[src/hw/rtl/avscp_pkg.sv]
`default_nettype none

package avscp_pkg;

	// Default width of the sequence and picture counters.
	localparam int COUNT_BITS_DEF = 20;

	// Width of the score field and the score reported for a plausible stream.
	localparam int SCORE_BITS = 7;
	localparam logic [SCORE_BITS-1:0] SCORE_MATCH = 7'd51;
	localparam logic [SCORE_BITS-1:0] SCORE_NONE = 7'd0;

	// Reset value of the profile register.
	localparam logic [7:0] PROFILE_RESET = 8'h20;

	// Start code prefix 00 00 01 and the codes that follow it.
	localparam logic [23:0] START_PREFIX = 24'h000001;
	localparam logic [7:0] CODE_SEQ = 8'hB0;
	localparam logic [7:0] CODE_PIC_I = 8'hB3;
	localparam logic [7:0] CODE_REJ = 8'hB4;
	localparam logic [7:0] CODE_PIC_P = 8'hB6;
	localparam logic [7:0] CODE_LAST_OK = 8'hB7;

	// Verdict snapshot control handed from the scanner to the verdict stage.
	typedef struct packed {
		logic load;
		logic rejected;
	} snap_ctl_t;

endpackage

`default_nettype wire

[src/hw/rtl/avscp_scan.sv]
`default_nettype none

module avscp_scan
	import avscp_pkg::*;
#(
	parameter int COUNT_BITS = COUNT_BITS_DEF
) (
	input  wire logic                  clk,
	input  wire logic                  arst_n,
	input  wire logic [7:0]            profile_id,
	input  wire logic                  move,
	input  wire logic [7:0]            data_byte,
	input  wire logic                  last_byte,
	output snap_ctl_t                  snap,
	output logic      [COUNT_BITS-1:0] seq_count,
	output logic      [COUNT_BITS-1:0] pic_count
);

	logic [31:0]           hist_q;
	logic [7:0]            slice_q;
	logic [COUNT_BITS-1:0] seq_q;
	logic [COUNT_BITS-1:0] pic_q;
	logic                  await_q;
	logic                  rej_q;

	logic [31:0]           hist_n;
	logic [7:0]            slice_n;
	logic [COUNT_BITS-1:0] seq_n;
	logic [COUNT_BITS-1:0] pic_n;
	logic                  await_n;
	logic                  rej_n;
	logic [31:0]           hist_shift;

	assign hist_shift = {hist_q[23:0], data_byte};

	// Next scan state for the byte in the input register.
	always_comb begin
		hist_n = hist_q;
		slice_n = slice_q;
		seq_n = seq_q;
		pic_n = pic_q;
		await_n = await_q;
		rej_n = rej_q;
		if (!rej_q) begin
			await_n = 1'b0;
			if (await_q && (data_byte != profile_id)) begin
				rej_n = 1'b1;
			end else begin
				hist_n = hist_shift;
				if (hist_shift[31:8] == START_PREFIX) begin
					if ((data_byte < CODE_SEQ) && (data_byte < slice_q)) begin
						rej_n = 1'b1;
					end else begin
						slice_n = (data_byte < CODE_SEQ) ? data_byte : 8'h00;
						if (data_byte == CODE_SEQ) begin
							seq_n = (seq_q == '1) ? seq_q : seq_q + 1'b1;
							await_n = 1'b1;
						end else if ((data_byte == CODE_PIC_I) || (data_byte == CODE_PIC_P)) begin
							pic_n = (pic_q == '1) ? pic_q : pic_q + 1'b1;
						end else if ((data_byte == CODE_REJ) || (data_byte > CODE_LAST_OK)) begin
							rej_n = 1'b1;
						end
					end
				end
			end
		end
	end

	// A buffer that ends right after a sequence code sees a zero profile byte.
	assign snap.load = move && last_byte;
	assign snap.rejected = rej_n || (await_n && (profile_id != 8'h00));
	assign seq_count = seq_n;
	assign pic_count = pic_n;

	// Scan state; the last byte of a buffer returns it to the start.
	always_ff @(posedge clk or negedge arst_n) begin
		if (!arst_n) begin
			hist_q <= '1;
			slice_q <= '0;
			seq_q <= '0;
			pic_q <= '0;
			await_q <= 1'b0;
			rej_q <= 1'b0;
		end else if (move) begin
			if (last_byte) begin
				hist_q <= '1;
				slice_q <= '0;
				seq_q <= '0;
				pic_q <= '0;
				await_q <= 1'b0;
				rej_q <= 1'b0;
			end else begin
				hist_q <= hist_n;
				slice_q <= slice_n;
				seq_q <= seq_n;
				pic_q <= pic_n;
				await_q <= await_n;
				rej_q <= rej_n;
			end
		end
	end

	// The end of a buffer leaves a clean scanner behind.
	a_clear_after_last: assert property (@(posedge clk) disable iff (!arst_n)
		move && last_byte |=> (hist_q == '1) && (slice_q == '0) && (seq_q == '0)
			&& (pic_q == '0) && !await_q && !rej_q)
		else $error("scan state not cleared after last byte");

	// A rejected buffer freezes its counters until it ends.
	a_frozen_when_rejected: assert property (@(posedge clk) disable iff (!arst_n)
		rej_q && !(move && last_byte) |=> $stable(seq_q) && $stable(pic_q))
		else $error("counters moved after rejection");

	// Within a buffer the counters never go backwards.
	a_counts_monotonic: assert property (@(posedge clk) disable iff (!arst_n)
		!(move && last_byte) |=> (seq_q >= $past(seq_q)) && (pic_q >= $past(pic_q)))
		else $error("counter decreased within a buffer");

endmodule

`default_nettype wire

[config.mk]
export PLATFORM = sky130hd
export DESIGN_NAME = avscp_scan
export DESIGN_NICKNAME = d
export VERILOG_FILES = /design/src/hw/rtl/avscp_pkg.sv /design/src/hw/rtl/avscp_scan.sv
export SDC_FILE = /design/constraint.sdc
export NUM_CORES = 1
export LEC_CHECK = 0
export BUFFER_PORTS_ARGS = -buffer_cell sky130_fd_sc_hd__buf_2
export CELL_PAD_IN_SITES_DETAIL_PLACEMENT = 1
export CELL_PAD_IN_SITES_GLOBAL_PLACEMENT = 1
export CORE_MARGIN = 4
export CORE_UTILIZATION = 35
export CTS_CLUSTER_SIZE = 10
export DETAILED_ROUTE_END_ITERATION = 8
export PLACE_DENSITY_LB_ADDON = 0.1
export SLEW_MARGIN = 20
export SYNTH_ARGS = -nofsm -noshare
export SYNTH_HDL_FRONTEND = slang
export SYNTH_SLANG_ARGS = --single-unit
[constraint.sdc]
create_clock -name clk -period 3 [get_ports clk]
set_input_delay 0.15 -clock clk [delete_from_list [all_inputs] [get_ports clk]]
set_output_delay 0.15 -clock clk [all_outputs]
set_load 0.005 [all_outputs]
==> results of run 1 <==
==> what timing repair did <==
| action | CTS | global route |
|---|---|---|
| setup buffers | 6 | 1 |
| resized for setup | 7 | 15 |
| pin swaps | 2 | 6 |
| hold buffers | 0 | 1 |
| endpoints found under the hold margin | 0 | 50 |
| setup endpoints to repair | 21 | 25 |
==> metrics by stage <==
stage,util,hold WS (ps),power [W]
after floorplan,-,-145.6,0.001354
after global placement,0.4011,399.3,0.001497
after detailed placement,0.4011,398.9,0.001515
after CTS,0.4270,26.09,0.002628
after global routing,0.4334,120.9,0.002705
final,0.4334,109.5,0.002597
==> worst max path at each step <==
stage,startpoint,endpoint,cells past startpoint
detailed placement,hist_q[0]$_DFFE_PN1P_,pic_count[14],9
floorplan,seq_q[11]$_DFFE_PN0P_,seq_count[1],9
global route,hist_q[19]$_DFFE_PN1P_,pic_count[7],9
finish,seq_q[11]$_DFFE_PN0P_,seq_count[1],7
CTS,hist_q[19]$_DFFE_PN1P_,pic_count[18],9
global placement,hist_q[0]$_DFFE_PN1P_,pic_count[14],9
==> routing by layer <==
| metal | global-route usage | vias up | wire, µm |
|---|---|---|---|
| li1 | - | 2357 | - |
| met1 | 0.2648 | 2529 | 7689 |
| met2 | 0.3601 | 89 | 8445 |
| met3 | 0.03819 | 28 | 656 |
| met4 | 0.07412 | 0 | 367 |
| met5 | 0 | - | 0 |
==> logic make-up after synthesis <==
kind of cell	count (synthesis)	share of synthesized area
xor gates and xnor gates	39	0.06688
muxes	5	0.01078
AOI/OAI and AO/OA	107	0.1676
and+or+nand+nor	299	0.3079
adders and majority gates	9	0.02205
DFF	74	0.3684
buffers and inverters	71	0.05635
==> worst max-delay path, delay by kind of cell, from the launching register on <==
kind          cells  cell delay (ps)
flops             1              430
buf+inv           2              310
simple gates      4             1280
mux               1              340
==> state kept, by name (all words and copies together) (netlist names) <==
register  cells
pic_q        20
hist_q       24
rej_q         1
await_q       1
slice_q       8
seq_q        20
==> cell usage in the layout, fill, tap and decap left out, types with 11 or more instances in the layout <==
master	n
nand3_1	44
nor2_1	34
buf_2	60
nor3_1	15
a21oi_1	11
nand2_1	89
buf_4	29
and4_1	14
xnor2_1	33
inv_1	31
dfrtp_1	48
dfstp_2	24
nor4_1	20
nand4_1	22
==> power by group <==
part | leakage, nW | internal (W) | switching [W]
Combinational | 1.49 | 0.000135 | 0.000206
Clock | 0.143 | 0.000577 | 0.000511
Sequential | 0.935 | 0.00109 | 0.0000782
Total | 2.57 | 0.00180 | 0.000796
==> area by class of cell <==
cell class                      count  area (µm²)
Clock inverter                      7       58.81
Multi-Input combinational cell    459        3038
Sequential cell                    74        1884
Tap cell                          180       225.2
Fill cell                        1697        7986
Timing Repair Buffer               93       561.8
Clock buffer                        9       225.2
Inverter                           31       116.4
==> impl_metrics.csv, run 1 <==
group,metric,value,unit
status,status,"completed",
run,drv_cap,0,
global_routing,grt_max_degree,75,
worst_hold_path,worstHoldStart,"data_byte[0]",
floorplan,ioPinCount,62,
timing,max_freq,0.3496,GHz
worst_setup_path,reg2regPathDepth,7,
place,gp_congestion,0.8068,
worst_setup_path,end_kind,"primary output",
synthesis,yosysMostFrequentCell,"nand2_1",
synthesis,synth_top_area_frac,0.2450,
timing,finalSetupViolCount,0,
synthesis,synth_flop_cell,"dfrtp_1",
global_routing,grt_pass1_wl,27700,µm
clocking,cts_buffer_depth,2,
clocking,cts_sinks,74,
final_layout,final_net_count,697,
worst_setup_path,worst-path-max-fanout,15,
clocking,cts_buffers,9,
place,dpl_worst_slack,249.1,ps
worst_setup_path,worstPathCellList,"nand4_1 > or4_4 > or3_4 > nand3_4 > buf_6 > mux2_2 > buf_2",
synthesis,synth_common_cells,"89 x nand2_1, 50 x dfrtp_1, 45 x nand3_1",
synthesis,yosysSeqAreaShare,0.3684,
routing,vias,5003,
clocking,clkLatencyLatePin,350,ps
global_routing,grt_pass1_vias,5324,
timing,fin_setup_tns,0,ps
worst_setup_path,rr_startpoint,"hist_q[4]$_DFFE_PN1P_",
routing,wl,17160,µm
clocking,htree_levels,3,
synthesis,synth_edf_count,0,
synthesis,syn_area,0.005107,mm²
timing,skew,7.002,ps
timing,tightestPinTransition,741.5,ps
timing,rsz0062_at_grt,"false",
routing,via_per_inst,5.865,
floorplan,die_h,128.8,µm
place,post_dp_cell_area,0.005654,mm²
routing,wl_per_cell,20.11,µm
synthesis,ys_warn_count,0,
routing,first_pass_iters,4,
floorplan,start_util,0.3623,
worst_setup_path,required,2850,ps
power,p_leak,2.570,nW
synthesis,syn_avg_cell_area,8.456,µm²
synthesis,yosys-top-cells-area,"dfrtp_1 24%, dfstp_2 12%, nand2_1 6.5%",
worst_setup_path,reg2reg_setup_slack,470,ps
floorplan,core,0.01410,mm²
place,placed_cells,829,
timing,slew_violations,0,
worst_hold_path,hp-class,"primary input to flip-flop",
timing,finalWorstSetupSlack,139.4,ps
synthesis,synth-seq-cells,74,
timing,hold_viol,0,
power,ir_worst_vdd,0.2739,mV
final_layout,syn_to_final_growth,19.62,%
worst_setup_path,slowest_stage,"or4_4",
synthesis,async_reset_ff_frac,1.000,
clocking,cts_tree,"built",
final_layout,final_cells,853,
final_layout,drive_gt1_frac,0.2437,
worst_setup_path,critPathKind,"flip-flop to primary output",
global_routing,grt_usage,0.2100,
power,pwr_density_cell,425.0,mW/mm²
worst_setup_path,critPathArrivalTime,2710,ps
worst_hold_path,min_to,"hist_q[0]$_DFFE_PN1P_",
global_routing,grt_overflow,0,
synthesis,syn_nets,633,
place,place_hpwl,11900,µm
floorplan,die-area,0.01659,mm²
routing,drcViolationCount,0,
routing,ant_nets,0,
floorplan,die_w,128.8,µm
worst_setup_path,cp-start-kind,"flip-flop",
synthesis,synthCells,604,
clocking,clkTransAtPathRegs,70,ps
timing,fin_crit,2861,ps
final_layout,antenna_cells,0,
timing,slew-limit-headroom,0.5057,
place,io_buffers,61,
synthesis,yosys.area.top_type,"dfrtp_1",
clocking,cts-root-buf,"clkbuf_16",
final_layout,finalInstanceArea,0.006110,mm²
global_routing,antenna_found_initial,0,
worst_setup_path,r2r_end,"seq_q[14]$_DFFE_PN0P_",
synthesis,ys_types,67,
worst_setup_path,slowest_delay,540,ps
floorplan,rows,43,
worst_hold_path,min_path_cells,3,
timing,fin_crit_sh,0.9535,
routing,drt_iter0_drc,200,
No activity file was read; power rests on OpenSTA's default activity.
==> run 2: changes to the inputs <==
--- a/config.mk
+++ b/config.mk
@@ -13,6 +13,7 @@
 export CTS_CLUSTER_SIZE = 10
 export DETAILED_ROUTE_END_ITERATION = 8
 export PLACE_DENSITY_LB_ADDON = 0.1
+export REMOVE_ABC_BUFFERS = 1
 export SLEW_MARGIN = 20
 export SYNTH_ARGS = -nofsm -noshare
 export SYNTH_HDL_FRONTEND = slang
==> run 2 against run 1 <==
Net effect: routed wire length increased by 0.44%; register-to-register slack lost 50 ps; global-route usage about the same; highest routed layer unchanged.
==> impl_metrics.csv, run 2 (same netlist as run 1, synthesis figures left out) <==
group,metric,value,unit
final_layout,seq_area,0.001886,mm²
timing,fin_setup_tns,0,ps
final_layout,mostFrequentLayoutCells,"88 x nand2_1, 60 x buf_2, 47 x dfrtp_1, 45 x nand3_1, 35 x nor2_1",
final_layout,nFillCells,1700,
final_layout,drive_gt1_frac,0.2370,
place,dpl_worst_slack,350.2,ps
timing,max_freq,0.3488,GHz
timing,slew_violations,0,
place,place_hpwl,11950,µm
routing,via_per_inst,5.841,
floorplan,ioPinCount,62,
worst_setup_path,crit_start,"hist_q[0]$_DFFE_PN1P_",
worst_setup_path,rr_startpoint,"hist_q[0]$_DFFE_PN1P_",
timing,fin_crit,2867,ps
worst_setup_path,critPathArrivalTime,2720,ps
clocking,cts_sinks,74,
final_layout,fin_util,0.4325,
routing,drt_iter0_drc,281,
routing,first_pass_iters,4,
floorplan,start_util,0.3623,
timing,rsz0062_at_grt,"false",
worst_setup_path,cp-start-kind,"flip-flop",
routing,vias,4971,
worst_hold_path,hp-class,"primary input to flip-flop",
worst_setup_path,required,2850,ps
worst_setup_path,worstPathCellList,"nor4b_2 > nand4_1 > buf_4 > nor3_1 > nand3_1 > or2_2 > xnor2_1 > buf_2",
timing,slew-limit-headroom,0.5050,
worst_setup_path,critPathKind,"flip-flop to primary output",
floorplan,core,0.01410,mm²
clocking,cts-root-buf,"clkbuf_16",
place,io_buffers,61,
status,status,"completed",
worst_setup_path,reg2reg_setup_slack,420,ps
worst_hold_path,min_path_cells,3,
timing,hold_viol,0,
routing,drcViolationCount,0,
final_layout,reg_top3,"hist_q (24), pic_q (20), seq_q (20)",
routing,wl,17230,µm
worst_setup_path,worst-path-max-fanout,6,
global_routing,grt_overflow,0,
worst_setup_path,slowest_delay,530,ps
clocking,cts_buffers,9,
worst_hold_path,worstHoldStart,"data_byte[1]",
timing,finalWorstSetupSlack,133.4,ps
worst_setup_path,reg2regPathDepth,8,
clocking,htree_levels,3,
timing,tightestPinTransition,742.5,ps
final_layout,top_register,"hist_q",
clocking,clkTransAtPathRegs,60,ps
routing,ant_nets,0,
final_layout,final_net_count,695,
routing,wl_per_cell,20.25,µm
worst_setup_path,r2r_end,"pic_q[5]$_DFFE_PN0P_",
place,gp_congestion,0.8707,
clocking,clkLatencyLatePin,350,ps
timing,finalSetupViolCount,0,
floorplan,die_w,128.8,µm
global_routing,grt_pass1_vias,5249,
run,drv_cap,0,
global_routing,antenna_found_initial,0,
floorplan,die-area,0.01659,mm²
clocking,cts_buffer_depth,2,
worst_hold_path,min_to,"hist_q[1]$_DFFE_PN1P_",
power,ir_worst_vdd,0.2745,mV
floorplan,rows,43,
global_routing,grt_pass1_wl,27670,µm
final_layout,multiInputGateArea,0.002995,mm²
final_layout,layout_commonest_cell,"nand2_1",
global_routing,grt_max_degree,75,
floorplan,die_h,128.8,µm
worst_setup_path,critPathBufInv,2,
final_layout,antenna_cells,0,
power,p_leak,2.562,nW
global_routing,grt_usage,0.2095,
clocking,cts_tree,"built",
worst_setup_path,end_kind,"primary output",
final_layout,largest_reg_flops,24,
power,pwr_density_cell,434.4,mW/mm²
timing,skew,8.612,ps
final_layout,syn_to_final_growth,19.38,%
worst_setup_path,crit_family,"simple AND/OR/NAND/NOR gates",
worst_setup_path,slowest_stage,"dfstp_2",
timing,fin_crit_sh,0.9555,
run 2: cell count changes in the layout (fill, tap and decap cells not counted), moves of 2 or more:
cell       before  now
buf_4          29   27
clkbuf_16       9   11
inv_4           2    0
inv_6           2    0
nor4_2          1    3
run 2: worst max path at each step:
stage | to | slack, ps | cells past startpoint
6_report | seq_count[11] | 130 | 8
5_1_grt | pic_count[18] | 3 | 9
4_1_cts | pic_count[18] | 2 | 9
3_5_place_dp | seq_count[12] | 350 | 9
3_3_place_gp | seq_count[12] | 390 | 9
2_1_floorplan | pic_q[14]$_DFFE_PN0P_ | 400 | 6
run 2: worst reg2reg max path: stages (launching register included):
cell	delay (ps)
dfstp_2	530
nor4b_2	190
nand4_1	120
buf_4	190
nor3_1	390
nand3_2	270
buf_4	230
or4_1	500
nand3_1	90
run 2: layer usage:
metal	vias up	wire length (µm)	track usage
met2	98	8362	0.3445
li1	2355	-	-
met5	-	0	0
met1	2500	7881	0.2791
met3	18	738	0.04442
met4	0	252	0.05868
run 2: stage by stage:
step | cell area, µm² | power [W] | std cells | hold slack [ps]
6_report | 6097 | 0.002649 | 851 | 110.4
5_1_grt | 6097 | 0.002773 | 851 | 134.8
4_1_cts | 5966 | 0.002688 | 844 | 17.16
3_5_place_dp | 5647 | 0.001513 | 828 | 397.5
3_3_place_gp | 5647 | 0.001494 | 828 | 399.1
2_1_floorplan | 4936 | 0.001335 | 564 | -145.6
run 2: layout make-up:
cell class,count,area share
repair buffers,91,0.09111
clock buffers,12,0.04740
inverters,31,0.01908
multi-input cells,459,0.4913
well taps,180,0.03694
clock inverters,4,0.004925
flip-flops and latches,74,0.3093
run 2: timing repair:
item	4_1_cts	5_1_grt
resized for setup	0	13
buffers inserted	0	6
hold buffers	0	1
hold endpoints to repair	0	50
setup endpoints to repair	0	20
run 2: power breakdown:
| part | internal (W) | switching, W | total, W |
|---|---|---|---|
| clock network | 0.000685 | 0.000466 | 0.00115 |
| registers | 0.00109 | 0.0000752 | 0.00116 |
| logic | 0.000131 | 0.000202 | 0.000333 |
| total | 0.00191 | 0.000744 | 0.00265 |
